`config.mk`:
```
export PLATFORM = sky130hd
export DESIGN_NAME = backtracking_grammar_parser_unit
export DESIGN_NICKNAME = d
export VERILOG_FILES = /design/src/hdl/bgp_pkg.sv /design/src/hdl/backtracking_grammar_parser_unit.sv
export SDC_FILE = /design/constraint.sdc
export NUM_CORES = 2
export LEC_CHECK = 0
export BUFFER_PORTS_ARGS = -buffer_cell sky130_fd_sc_hd__buf_2
export CORE_ASPECT_RATIO = 1.5
export CORE_MARGIN = 5
export CORE_UTILIZATION = 52
export CTS_BUF_LIST = sky130_fd_sc_hd__clkbuf_4 sky130_fd_sc_hd__clkbuf_8
export DETAILED_ROUTE_END_ITERATION = 6
export GPL_TIMING_DRIVEN = 0
export MAX_ROUTING_LAYER = met4
export PLACE_DENSITY = 0.67
export SLEW_MARGIN = 20
export SYNTH_ARGS = -nofsm -noshare
export SYNTH_HDL_FRONTEND = slang
export SYNTH_SLANG_ARGS = --single-unit
```
`constraint.sdc`:
```
create_clock -name clk_i -period 9.4 [get_ports clk_i]
set_input_delay 0.94 -clock clk_i [delete_from_list [all_inputs] [get_ports clk_i]]
set_output_delay 0.94 -clock clk_i [all_outputs]
set_load 0.01 [all_outputs]
```
`src/hdl/bgp_pkg.sv`:
```
// Package for the backtracking grammar parser: symbol codes, grammar tables.
// No dependencies.
`default_nettype none
package bgp_pkg;

  // Symbol codes: 0..6 terminals, 7..10 nonterminals A B T M
  localparam logic [3:0] SymA      = 4'd7;
  localparam logic [3:0] NumTerms  = 4'd7;
  localparam logic [3:0] HistRule  = 4'd8;
  localparam int unsigned MaxResults = 64;

  // Terminal character for a symbol code
  function automatic logic [7:0] term_char(input logic [3:0] s);
    logic [7:0] c;
    case (s)
      4'd0: c = 8'h21;
      4'd1: c = 8'h2B;
      4'd2: c = 8'h2A;
      4'd3: c = 8'h28;
      4'd4: c = 8'h29;
      4'd5: c = 8'h61;
      4'd6: c = 8'h62;
      default: c = 8'h00;
    endcase
    return c;
  endfunction

  function automatic logic [3:0] rule_lhs(input logic [2:0] r);
    logic [3:0] v;
    case (r)
      3'd0: v = 4'd7;
      3'd1, 3'd2: v = 4'd8;
      3'd3, 3'd4: v = 4'd9;
      default: v = 4'd10;
    endcase
    return v;
  endfunction

  function automatic logic [1:0] rule_len(input logic [2:0] r);
    logic [1:0] v;
    case (r)
      3'd1, 3'd3, 3'd5, 3'd6: v = 2'd1;
      default: v = 2'd3;
    endcase
    return v;
  endfunction

  // Right side symbol k (0 = leftmost)
  function automatic logic [3:0] rule_rhs(input logic [2:0] r, input logic [1:0] k);
    logic [3:0] v;
    v = 4'd0;
    case (r)
      3'd0: v = (k == 2'd1) ? 4'd8 : 4'd0;
      3'd1: v = 4'd9;
      3'd2: v = (k == 2'd0) ? 4'd9 : ((k == 2'd1) ? 4'd1 : 4'd8);
      3'd3: v = 4'd10;
      3'd4: v = (k == 2'd0) ? 4'd10 : ((k == 2'd1) ? 4'd2 : 4'd9);
      3'd5: v = 4'd5;
      3'd6: v = 4'd6;
      default: v = (k == 2'd0) ? 4'd3 : ((k == 2'd1) ? 4'd8 : 4'd4);
    endcase
    return v;
  endfunction

  // First rule for a nonterminal
  function automatic logic [2:0] first_rule(input logic [3:0] nt);
    logic [2:0] v;
    case (nt)
      4'd7: v = 3'd0;
      4'd8: v = 3'd1;
      4'd9: v = 3'd3;
      default: v = 3'd5;
    endcase
    return v;
  endfunction

  // Whether rule r+1 shares the left side of rule r
  function automatic logic has_next(input logic [2:0] r);
    return (r == 3'd1) || (r == 3'd3) || (r == 3'd5) || (r == 3'd6);
  endfunction

endpackage
`default_nettype wire

```
`src/hdl/backtracking_grammar_parser_unit.sv`:
```
// Top level of the backtracking grammar parser; sequencer over two stack memories.
// Depends on bgp_pkg.
`default_nettype none
// Characters are taken one per cycle and stored. An item with last_i set
// starts the parse. A sequencer does one goal or history stack operation per
// cycle, with one memory access per stack per cycle. A match goes through
// S_NORM and S_NEXEC, a backtrack step through S_BACK and S_BEXEC. A rule
// expansion goes through S_NORM, S_NEXEC and S_PUSH, which pushes the
// right-side symbols. The number of steps grows exponentially with nesting
// depth in the worst case. On accept the history stack is walked twice: once
// to count the rules (S_CNT, S_CRD) and once to stream them (S_EMIT, S_ERD).
// The input is not ready during a run. A stack push beyond STACK_DEPTH
// entries, a string longer than MAX_LEN or more than 64 rules gives a single
// reject item with overflow_o set.
module backtracking_grammar_parser_unit #(
  parameter int unsigned MAX_LEN     = 32,
  parameter int unsigned STACK_DEPTH = 128
) (
  input  wire logic       clk_i,
  input  wire logic       rst_ni,
  input  wire logic       valid_i,
  output logic            ready_o,
  input  wire logic [7:0] symbol_i,
  input  wire logic       last_i,
  output logic            valid_o,
  input  wire logic       ready_i,
  output logic            accepted_o,
  output logic            overflow_o,
  output logic [3:0]      rule_number_o,
  output logic            final_res_o
);

  localparam int unsigned LW = $clog2(MAX_LEN + 1);
  localparam int unsigned BW = (MAX_LEN > 1) ? $clog2(MAX_LEN) : 1;
  localparam int unsigned PW = $clog2(STACK_DEPTH + 1);
  localparam int unsigned AW = $clog2(STACK_DEPTH);

  // Sequencer states
  localparam logic [3:0] S_LOAD  = 4'd0;
  localparam logic [3:0] S_NORM  = 4'd1;  // issue reads for normal step
  localparam logic [3:0] S_NEXEC = 4'd2;
  localparam logic [3:0] S_PUSH  = 4'd3;  // push rule rhs, one a cycle
  localparam logic [3:0] S_BACK  = 4'd4;
  localparam logic [3:0] S_BEXEC = 4'd5;
  localparam logic [3:0] S_CNT   = 4'd6;  // count rules
  localparam logic [3:0] S_CRD   = 4'd7;
  localparam logic [3:0] S_EMIT  = 4'd8;
  localparam logic [3:0] S_ERD   = 4'd9;
  localparam logic [3:0] S_OUT   = 4'd10;
  localparam logic [3:0] S_REJ   = 4'd11;

  logic [3:0]    state_q, state_d;
  logic [LW-1:0] len_q, len_d, pos_q, pos_d;
  logic          long_q, long_d;
  logic [PW-1:0] gp_q, gp_d, hp_q, hp_d, k_q, k_d;
  logic [2:0]    rule_q, rule_d;
  logic [1:0]    pk_q, pk_d;
  logic          pmode_q, pmode_d;    // after push: 0 normal, 1 stay in backtrack
  logic [6:0]    cnt_q, cnt_d, idx_q, idx_d;
  logic          ovf_q, ovf_d, acc_q, acc_d;
  logic          last_q, last_d;
  logic [3:0]    rnum_q, rnum_d;

  logic [7:0] buf_mem [MAX_LEN];
  logic [3:0] goal_mem [STACK_DEPTH];
  logic [3:0] hist_mem [STACK_DEPTH];
  logic [7:0] buf_rd_q;
  logic [3:0] goal_rd_q, hist_rd_q;

  // Memory controls
  logic          buf_we, goal_we, hist_we;
  logic [BW-1:0] buf_wa, buf_ra;
  logic [AW-1:0] goal_a, hist_a, hist_ra;
  logic [3:0]    goal_wd, hist_wd;

  always_ff @(posedge clk_i) begin
    if (buf_we) begin
      buf_mem[buf_wa] <= symbol_i;
    end
    buf_rd_q <= buf_mem[buf_ra];
    if (goal_we) begin
      goal_mem[goal_a] <= goal_wd;
    end
    goal_rd_q <= goal_mem[goal_a];
    if (hist_we) begin
      hist_mem[hist_a] <= hist_wd;
    end
    hist_rd_q <= hist_mem[hist_ra];
  end

  logic [3:0] e;
  logic [2:0] er, nr;
  logic [1:0] en;

  always_comb begin
    state_d = state_q; len_d = len_q; pos_d = pos_q; long_d = long_q;
    gp_d = gp_q; hp_d = hp_q; k_d = k_q; rule_d = rule_q; pk_d = pk_q;
    pmode_d = pmode_q; cnt_d = cnt_q; idx_d = idx_q; ovf_d = ovf_q;
    acc_d = acc_q; last_d = last_q; rnum_d = rnum_q;
    buf_we = 1'b0; goal_we = 1'b0; hist_we = 1'b0;
    buf_wa = len_q[BW-1:0]; buf_ra = pos_q[BW-1:0];
    goal_a = gp_q[AW-1:0] - AW'(1); hist_a = hp_q[AW-1:0]; hist_ra = hp_q[AW-1:0] - AW'(1);
    goal_wd = 4'd0; hist_wd = 4'd0;
    e = hist_rd_q; er = e[2:0]; nr = er + 3'd1; en = bgp_pkg::rule_len(er);
    ready_o = (state_q == S_LOAD);
    valid_o = (state_q == S_OUT);
    case (state_q)
      S_LOAD: begin
        if (valid_i) begin
          if (len_q < LW'(MAX_LEN)) begin
            buf_we = 1'b1; len_d = len_q + LW'(1);
          end else begin
            long_d = 1'b1;
          end
          if (last_i) begin
            if (long_q || len_q >= LW'(MAX_LEN)) begin
              state_d = S_REJ; ovf_d = 1'b1;
            end else begin
              goal_we = 1'b1; goal_a = '0; goal_wd = bgp_pkg::SymA;
              gp_d = PW'(1); hp_d = '0; pos_d = '0; state_d = S_NORM;
            end
          end
        end
      end
      S_NORM: begin
        if (gp_q == '0 && pos_q == len_q) begin
          state_d = S_CNT; cnt_d = '0; k_d = '0; ovf_d = 1'b0;
        end else if (gp_q == '0 || pos_q >= len_q) begin
          state_d = S_BACK;
        end else begin
          state_d = S_NEXEC;  // goal top and buffer read this cycle
        end
      end
      S_NEXEC: begin
        if (goal_rd_q < bgp_pkg::NumTerms) begin
          if (bgp_pkg::term_char(goal_rd_q) == buf_rd_q) begin
            if (hp_q >= PW'(STACK_DEPTH)) begin
              state_d = S_REJ; ovf_d = 1'b1;
            end else begin
              gp_d = gp_q - PW'(1); hist_we = 1'b1; hist_wd = goal_rd_q;
              hp_d = hp_q + PW'(1); pos_d = pos_q + LW'(1); state_d = S_NORM;
            end
          end else begin
            state_d = S_BACK;
          end
        end else begin
          gp_d = gp_q - PW'(1);
          rule_d = bgp_pkg::first_rule(goal_rd_q);
          if (hp_q >= PW'(STACK_DEPTH)) begin
            state_d = S_REJ; ovf_d = 1'b1;
          end else begin
            hist_we = 1'b1; hist_wd = {1'b1, bgp_pkg::first_rule(goal_rd_q)};
            hp_d = hp_q + PW'(1);
            pk_d = bgp_pkg::rule_len(bgp_pkg::first_rule(goal_rd_q));
            pmode_d = 1'b0; state_d = S_PUSH;
          end
        end
      end
      S_PUSH: begin
        if (pk_q == 2'd0) begin
          state_d = pmode_q ? S_BACK : S_NORM;
        end else if (gp_q >= PW'(STACK_DEPTH)) begin
          state_d = S_REJ; ovf_d = 1'b1;
        end else begin
          goal_we = 1'b1; goal_a = gp_q[AW-1:0];
          goal_wd = bgp_pkg::rule_rhs(rule_q, pk_q - 2'd1);
          gp_d = gp_q + PW'(1); pk_d = pk_q - 2'd1;
        end
      end
      S_BACK: begin
        if (hp_q == '0) begin
          state_d = S_REJ; ovf_d = 1'b0;
        end else begin
          hp_d = hp_q - PW'(1); state_d = S_BEXEC;  // read top
        end
      end
      S_BEXEC: begin
        if (e < bgp_pkg::HistRule) begin
          if (pos_q > '0) pos_d = pos_q - LW'(1);
          if (gp_q >= PW'(STACK_DEPTH)) begin
            state_d = S_REJ; ovf_d = 1'b1;
          end else begin
            goal_we = 1'b1; goal_a = gp_q[AW-1:0]; goal_wd = e;
            gp_d = gp_q + PW'(1); state_d = S_BACK;
          end
        end else begin
          k_d = (gp_q >= PW'(en)) ? gp_q - PW'(en) : '0;
          gp_d = k_d;
          if (bgp_pkg::has_next(er)) begin
            if (hp_q >= PW'(STACK_DEPTH)) begin
              state_d = S_REJ; ovf_d = 1'b1;
            end else begin
              hist_we = 1'b1; hist_wd = {1'b1, nr}; hp_d = hp_q + PW'(1);
              rule_d = nr; pk_d = bgp_pkg::rule_len(nr); pmode_d = 1'b0;
              state_d = S_PUSH;
            end
          end else if (k_d >= PW'(STACK_DEPTH)) begin
            state_d = S_REJ; ovf_d = 1'b1;
          end else begin
            goal_we = 1'b1; goal_a = k_d[AW-1:0]; goal_wd = bgp_pkg::rule_lhs(er);
            gp_d = k_d + PW'(1); state_d = S_BACK;
          end
        end
      end
      // Count rule entries; hist read at k
      S_CNT: begin
        if (k_q == hp_q) begin
          if (cnt_q > 7'(bgp_pkg::MaxResults)) begin
            state_d = S_REJ; ovf_d = 1'b1;
          end else begin
            k_d = '0; idx_d = '0; state_d = S_EMIT;
          end
        end else begin
          hist_ra = k_q[AW-1:0]; state_d = S_CRD;
        end
      end
      S_CRD: begin
        if (e >= bgp_pkg::HistRule) cnt_d = cnt_q + 7'd1;
        k_d = k_q + PW'(1); state_d = S_CNT;
      end
      S_EMIT: begin
        hist_ra = k_q[AW-1:0]; state_d = S_ERD;
      end
      S_ERD: begin
        k_d = k_q + PW'(1);
        if (e >= bgp_pkg::HistRule) begin
          acc_d = 1'b1; ovf_d = 1'b0; rnum_d = {1'b0, er} + 4'd1;
          last_d = (idx_q == cnt_q - 7'd1); idx_d = idx_q + 7'd1;
          state_d = S_OUT;
        end else begin
          state_d = S_EMIT;
        end
      end
      S_REJ: begin
        acc_d = 1'b0; rnum_d = 4'd0; last_d = 1'b1; state_d = S_OUT;
      end
      S_OUT: begin
        if (ready_i) begin
          if (last_q) begin
            state_d = S_LOAD; len_d = '0; long_d = 1'b0; ovf_d = 1'b0;
          end else begin
            state_d = S_EMIT;
          end
        end
      end
      default: state_d = S_LOAD;
    endcase
  end

  always_ff @(posedge clk_i or negedge rst_ni) begin
    if (!rst_ni) begin
      state_q <= S_LOAD; len_q <= '0; pos_q <= '0; long_q <= 1'b0;
      gp_q <= '0; hp_q <= '0; k_q <= '0; rule_q <= '0; pk_q <= '0;
      pmode_q <= 1'b0; cnt_q <= '0; idx_q <= '0; ovf_q <= 1'b0;
      acc_q <= 1'b0; last_q <= 1'b0; rnum_q <= '0;
    end else begin
      state_q <= state_d; len_q <= len_d; pos_q <= pos_d; long_q <= long_d;
      gp_q <= gp_d; hp_q <= hp_d; k_q <= k_d; rule_q <= rule_d; pk_q <= pk_d;
      pmode_q <= pmode_d; cnt_q <= cnt_d; idx_q <= idx_d; ovf_q <= ovf_d;
      acc_q <= acc_d; last_q <= last_d; rnum_q <= rnum_d;
    end
  end

  assign accepted_o    = acc_q;
  assign overflow_o    = ovf_q;
  assign rule_number_o = rnum_q;
  assign final_res_o   = last_q;

endmodule
`default_nettype wire

```
Word-level counts from Yosys, hierarchy flattened
Memory sizes are Yosys's and may differ from the RTL's. A register that Yosys moved wholly into a read port is not among the register bits. Index checks and enable logic that the tools add are counted.

Add/subtract/negate cells: 18. $lt $le $gt $ge: 12. Equal/unequal tests: 76. Mux-type cells: 190. Reduce and logical (&&, ||, !) cells: 45.

Operators by type and width (count): 8-bit two-way mux (27); 4-bit two-way mux (38); 7-bit two-way mux (14); 8-bit one-hot mux with 4 select lines (3); 6-bit two-way mux (12); 7-bit one-hot mux with 7 select lines (1); 1-bit two-way mux (48); 4-bit one-hot mux with 12 select lines (1); 2-bit inequality test (second input constant) (22); 7-bit one-hot mux with 2 select lines (3); 3-bit two-way mux (13); 8-bit by 1-bit adder with 8-bit output (second input constant) (4); 4-bit by 3-bit == test with 1-bit output (second input constant) (8); 3-bit == test (second input constant) (10); 4-bit one-hot mux with 7 select lines (1); 4-bit == test (second input constant) (6); 8-bit greater-or-equal comparator (second input constant) (3); 2-bit two-way mux (12); 4-bit one-hot mux with 3 select lines (2); 7-bit one-hot mux with 3 select lines (1); 7-bit by 1-bit subtractor with 7-bit output (second input constant) (3); 5-bit AND reduction (4); 3-bit by 2-bit == test with 1-bit output (second input constant) (6); 6-bit one-hot mux with 3 select lines (1); 54 further kinds (98).

Register bits: 68. RAM bits: 1280. Word-level logic and storage cells: 360. Memories kept: 3.

Memory list: goal_mem (words 128, bits a word 4, rd ports 1, clocked after Yosys merged registers in 1, wr ports 1, line backtracking_grammar_parser_unit.sv:65) `logic [3:0] goal_mem [STACK_DEPTH];`; hist_mem (words 128, bits a word 4, rd ports 1, clocked after Yosys merged registers in 1, wr ports 1, line backtracking_grammar_parser_unit.sv:66) `logic [3:0] hist_mem [STACK_DEPTH];`; buf_mem (words 32, bits a word 8, rd ports 1, clocked after Yosys merged registers in 1, wr ports 1, line backtracking_grammar_parser_unit.sv:64) `logic [7:0] buf_mem [MAX_LEN];`.

Logic depth before layout (Yosys ltp)
Word-level depth: 12. Mapped depth: 20. Depth with buffers taken out: 16.

Worst setup path after synthesis
Ideal clock, no wire load.

Path type: register -> register. From: register hist_rd_q[0], in the netlist e[0] (read register of hist_mem). To: memory hist_mem[0][2], data pin. Setup time: 1.197 ns. Arrival time: 6.676 ns. Data required time: 8.203 ns. Slack: 1.527 ns. Stages on the path, launching flop included: 8. Buffers on the path: 0. Cells stage by stage: dfxtp_1 -> ha_1 -> ha_1 -> a211o_1 -> inv_2 -> or3_1 -> or2_2 -> o21ai_0.

Cells in the longest elaborated chain, start to end: 7.

Ends and longest elaborated chain: start, declared (line backtracking_grammar_parser_unit.sv:68) `logic [3:0] goal_rd_q, hist_rd_q;`; branches (longest 5 deep; another with 3-bit by 1-bit adder with 3-bit output); 4-bit two-way mux * (line backtracking_grammar_parser_unit.sv:178) `if (e < bgp_pkg::HistRule) begin`; 4-bit one-hot mux with 2 select lines * (line backtracking_grammar_parser_unit.sv:107) `case (state_q)`; via hist_wd[2] (line backtracking_grammar_parser_unit.sv:74) `logic [3:0] goal_wd, hist_wd;`; end, declared (line backtracking_grammar_parser_unit.sv:66).

Mark *: on every way through the listed nets, which the timed path passes.

Worst setup path in the final report
From: register hist_rd_q[2], in the netlist e[2] (read register of hist_mem). To: memory goal_mem[68][3] (enable).

Cells in the longest elaborated chain, start to end: 12.

Ends and longest elaborated chain: 3-bit by 1-bit == test with 1-bit output (tied with other cells) (line bgp_pkg.sv:41, bgp_pkg.sv:79); 4-bit OR reduction (line bgp_pkg.sv:41) `case (r)`; 2-bit two-way mux (line bgp_pkg.sv:41); 8-bit by 2-bit subtractor with 8-bit output or 8-bit by 2-bit greater-or-equal comparator with 1-bit output (tied branches) (line backtracking_grammar_parser_unit.sv:187) `k_d = (gp_q >= PW'(en)) ? gp_q - PW'(en) : '0;`; 8-bit two-way mux (line backtracking_grammar_parser_unit.sv:187); 8-bit greater-or-equal comparator (line backtracking_grammar_parser_unit.sv:197) `end else if (k_d >= PW'(STACK_DEPTH)) begin`; 1-bit two-way mux (line backtracking_grammar_parser_unit.sv:197); 1-bit two-way mux (line backtracking_grammar_parser_unit.sv:189) `if (bgp_pkg::has_next(er)) begin`; 1-bit two-way mux (line backtracking_grammar_parser_unit.sv:178); 1-bit one-hot mux with 3 select lines (line backtracking_grammar_parser_unit.sv:107); 1-bit two-way mux (line backtracking_grammar_parser_unit.sv:81) `if (goal_we) begin`; 1-bit two-way mux (implied by the code) (line backtracking_grammar_parser_unit.sv:82) `goal_mem[goal_a] <= goal_wd;`; end, declared (line backtracking_grammar_parser_unit.sv:65).

Several ways; a longest one is shown, not always the timed one.

==> results by group <==
Synthesis
  – Cell area after synthesis: roughly 59,000 µm²
  – Cells after Synth: between 4k and 5k
  – Post-synthesis sequential area ratio: approximately two thirds
  – YS warnings: 0
  – Syn_area_per_cell: roughly 14 µm²
  – Yosys cell types: 99
  – Syn_nets: 4,406
  – #FFs+latches synth: 1,364
  – Fraction of registers with async set/reset: around 5%
  – Ys flop type: edfxtp_1
  – Post-synth EDFFs: between 1k and 1.5k

Drt
  – Pre-antenna DRT Iters: 7
  – DR WL/cell: 30.00 µm
  – Vias per cell: approximately 6.4
  – DR iter-0 viols: 4,603
  – Via count: slightly above 40k
  – Routed wire length: 187.3 mm
  – Routed Antenna Nets: 0
  – DRC Markers: 22

Global routing
  – All-Layer GR Usage: 31.47%
  – Initial antenna violation count: 4
  – Vias in the first global route: a little over 40k
  – Largest net degree at the start of global routing: 73
  – First-pass GRT wire length: roughly 270 mm
  – Grt ovf: 0

STA
  – Final setup margin: 2.385 ns
  – Worst Tran Pin Value: between 1 and 1.5 ns
  – Unrepaired setup endpoints after global routing: false
  – Max-slew violations: 0
  – Slew margin rel.: a little over an eighth
  – F_max: about 140 MHz
  – Setup-failing EPs final: 0
  – Tcrit/Tclk final: 74.63%
  – WHS: between 0.2 and 0.3 ns
  – Clock Skew: around 0.043 ns
  – Minimum clock period: 7.015 ns
  – Hold Violations, Final: 0

Run
  – Max Cap Viol: 0

Placed design
  – RD Place Congestion: roughly 1.0
  – IO Port Bufs: 21
  – Setup slack at placement: 2.581 ns
  – Detailed placement HPWL: 132.5 mm

Critical path
  – Critical R2R Launch: e[2]
  – Buffers & Inverters on Critical Path: 6
  – Cell family with most CP delay: simple AND/OR/NAND/NOR gates
  – Crit start category: flip-flop
  – R2R cell count: 17
  – Slowest stage cell, crit path: clkbuf_1
  – Flop2flop setup slack: 2.38 ns
  – Crit. End Element: flip-flop
  – CP Max Fanout: 10
  – FF-to-FF End: goal_mem[68][3]
  – Worst Path Required: between 9 and 10 ns
  – Max incr delay on CP: between 0.6 and 0.7 ns
  – CP arrival: about 7.6 ns
  – Critical path cell sequence: clkbuf_1, inv_1, ha_1, a211o_1, ha_1, ha_1, or4b_1, o211ai_1, or4b_1, o311ai_2, nor2_1, buf_2, buf_4, clkbuf_1, nand3_1, clkbuf_1, nor2_1
  – Critical setup path kind: flip-flop to flip-flop

Die
  – Die extent in x: ~290 µm
  – Initial Util: between 50% and 60%
  – I/O pins: 22
  – FP Rows: ~150
  – Die Ht: between 400 and 500 µm
  – Core footprint: between 100,000 and 150,000 µm²
  – Die Area: around 120,000 µm²

CTS
  – Sink Count: about 1.4k
  – Post-CTS Setup Inserts: 0
  – CTS resizes: 0
  – Clock Pin Slew Worst Setup and Hold Paths: about 0.060 ns
  – CTS tree: built
  – Max Root-Sink Buffers: 3
  – Clk root buf: clkbuf_8
  – CTS Buf Count: approximately 190
  – H-tree levels: 4
  – Insertion delay to the later sink of the worst-skew pair: about 0.95 ns

Status
  – Outcome: finished, violations left
  – Failing checks: DRC

Cells and area
  – Most frequent cells in the layout: edfxtp_1, nand2_1, nor2_1, mux2i_1, a21oi_1
  – NumNets Final: around 4.7k
  – Layout cells sized above 1: approximately 14%
  – Commonest non-fill, non-tap cell in the layout: edfxtp_1
  – Layout area overhead: 11.63%

Power and ir drop
  – Pleak: approximately 0.022 µW
  – Worst IR Drop VDD: 0.1828 mV
  – Post-layout total power: 23,980 µW
  – Power Dens Cells: 363.9 nW/µm²

Hold path
  – Hold_sp: ready_i
  – Hold crit path type: primary input to flip-flop
  – WHS Endpoint: state_q[3]
  – Worst hold stages: 2
-- per-stage QoR --
| stage | instances | TNS [ns] | util [%] | cell area, µm² |
|---|---|---|---|---|
| floorplan | 4348 | 0 | - | 59030 |
| global placement | 5822 | -3575.47 | 54.04 | 60950 |
| detailed placement | 5886 | 0 | 55.01 | 62040 |
| CTS | 6238 | 0 | 58.39 | 65860 |
| global route | 6243 | 0 | 58.42 | 65890 |
| finish | 6244 | 0 | 58.42 | 65900 |
-- flip-flops by register name (all words and copies together), names as in the netlist, 7 cells and up --
register	cells
idx_q	7
hist_mem	512
gp_q	8
cnt_q	7
k_q	8
hp_q	8
buf_rd_q	8
buf_mem	256
goal_mem	512
-- Yosys cell counts, drive strengths merged (12+ instances only) --
library cell / n / area share (%)
edfxtp: 1280 / 65
nand2: 530 / 3.4
nor2: 410 / 2.6
mux2i: 229 / 3.9
a21oi: 212 / 1.8
nand3: 194 / 1.7
clkbuf: 155 / 0.99
o21ai: 144 / 1.2
buf: 132 / 1.1
a211oi: 73 / 0.94
dfrtp: 68 / 2.9
mux4: 62 / 2.4
a31oi: 48 / 0.51
mux2: 48 / 0.92
a221o: 46 / 0.78
nand4: 46 / 0.49
inv: 43 / 0.27
ha: 42 / 0.89
a221oi: 41 / 0.61
xnor2: 37 / 0.55
o211ai: 36 / 0.46
nor3: 33 / 0.31
and3: 32 / 0.34
a32oi: 29 / 0.43
o22ai: 26 / 0.28
a22oi: 25 / 0.33
a311oi: 22 / 0.34
nand2b: 22 / 0.23
xor2: 19 / 0.28
a21o: 18 / 0.23
dfxtp: 16 / 0.54
nor4: 16 / 0.17
nor2b: 15 / 0.16
o221ai: 13 / 0.19
a22o: 12 / 0.18
or4: 12 / 0.15
-- layout make-up --
type                            instances  area, µm²
Inverter                               46      173.9
Timing Repair Buffer                   88       1094
Sequential cell                      1364      40460
Clock inverter                         83      538.0
Clock buffer                          268       3269
Tap cell                             1453       1818
Fill cell                            9037      46900
Buffer                                287       1255
Antenna cell                            4      10.01
Multi-Input combinational cell       2651      17280
-- per-layer routing --
| layer | GRT usage, % | routed length, µm | share of wire, % |
|---|---|---|---|
| met5 | - | 0 | 0 |
| met4 | 24.29 | 18310 | 9.8 |
| met3 | 6.009 | 14560 | 7.8 |
| met2 | 52.08 | 92670 | 49 |
| met1 | 33.21 | 61750 | 33 |
-- worst max-delay path by stage --
| stage | from | to | cells after the start |
|---|---|---|---|
| after floorplan | e[0] | hist_mem[0][2] | 7 |
| after global placement | state_q[0] | hist_mem[3][3] | 6 |
| after detailed placement | e[2] | goal_mem[68][3] | 17 |
| after CTS | e[2] | goal_mem[68][2] | 17 |
| after global routing | e[2] | goal_mem[68][2] | 17 |
| final | e[2] | goal_mem[68][3] | 17 |
-- report_power, final --
group	switching [µW]	internal [µW]	total [µW]	leakage, µW
sequential	146	7100	7240	0.0126
combinational	8580	3510	12100	0.00756
clock	2280	2370	4650	0.00202
-- repair_timing --
| item | CTS | global route |
|---|---|---|
| hold buffers | 1 | 0 |
| endpoints found under the setup margin | 0 | 0 |
| hold endpoints to repair | 34 | 0 |
-- kinds of logic (layout without fill, tap and decap cells) --
| logic type | count (synthesis) | in the layout | share of synthesized area (%) |
|---|---|---|---|
| xor+xnor | 56 | 56 | 0.8309 |
| mux | 339 | 339 | 7.164 |
| flops | 1364 | 1364 | 68.54 |
| simple gates | 1368 | 1368 | 10.24 |
| compound gates | 843 | 843 | 9.830 |
| other cells | 0 | 4 | 0 |
| buf+inv | 333 | 772 | 2.401 |
| fa+ha+maj | 45 | 45 | 0.9919 |
(Power assumes the default switching activity.)
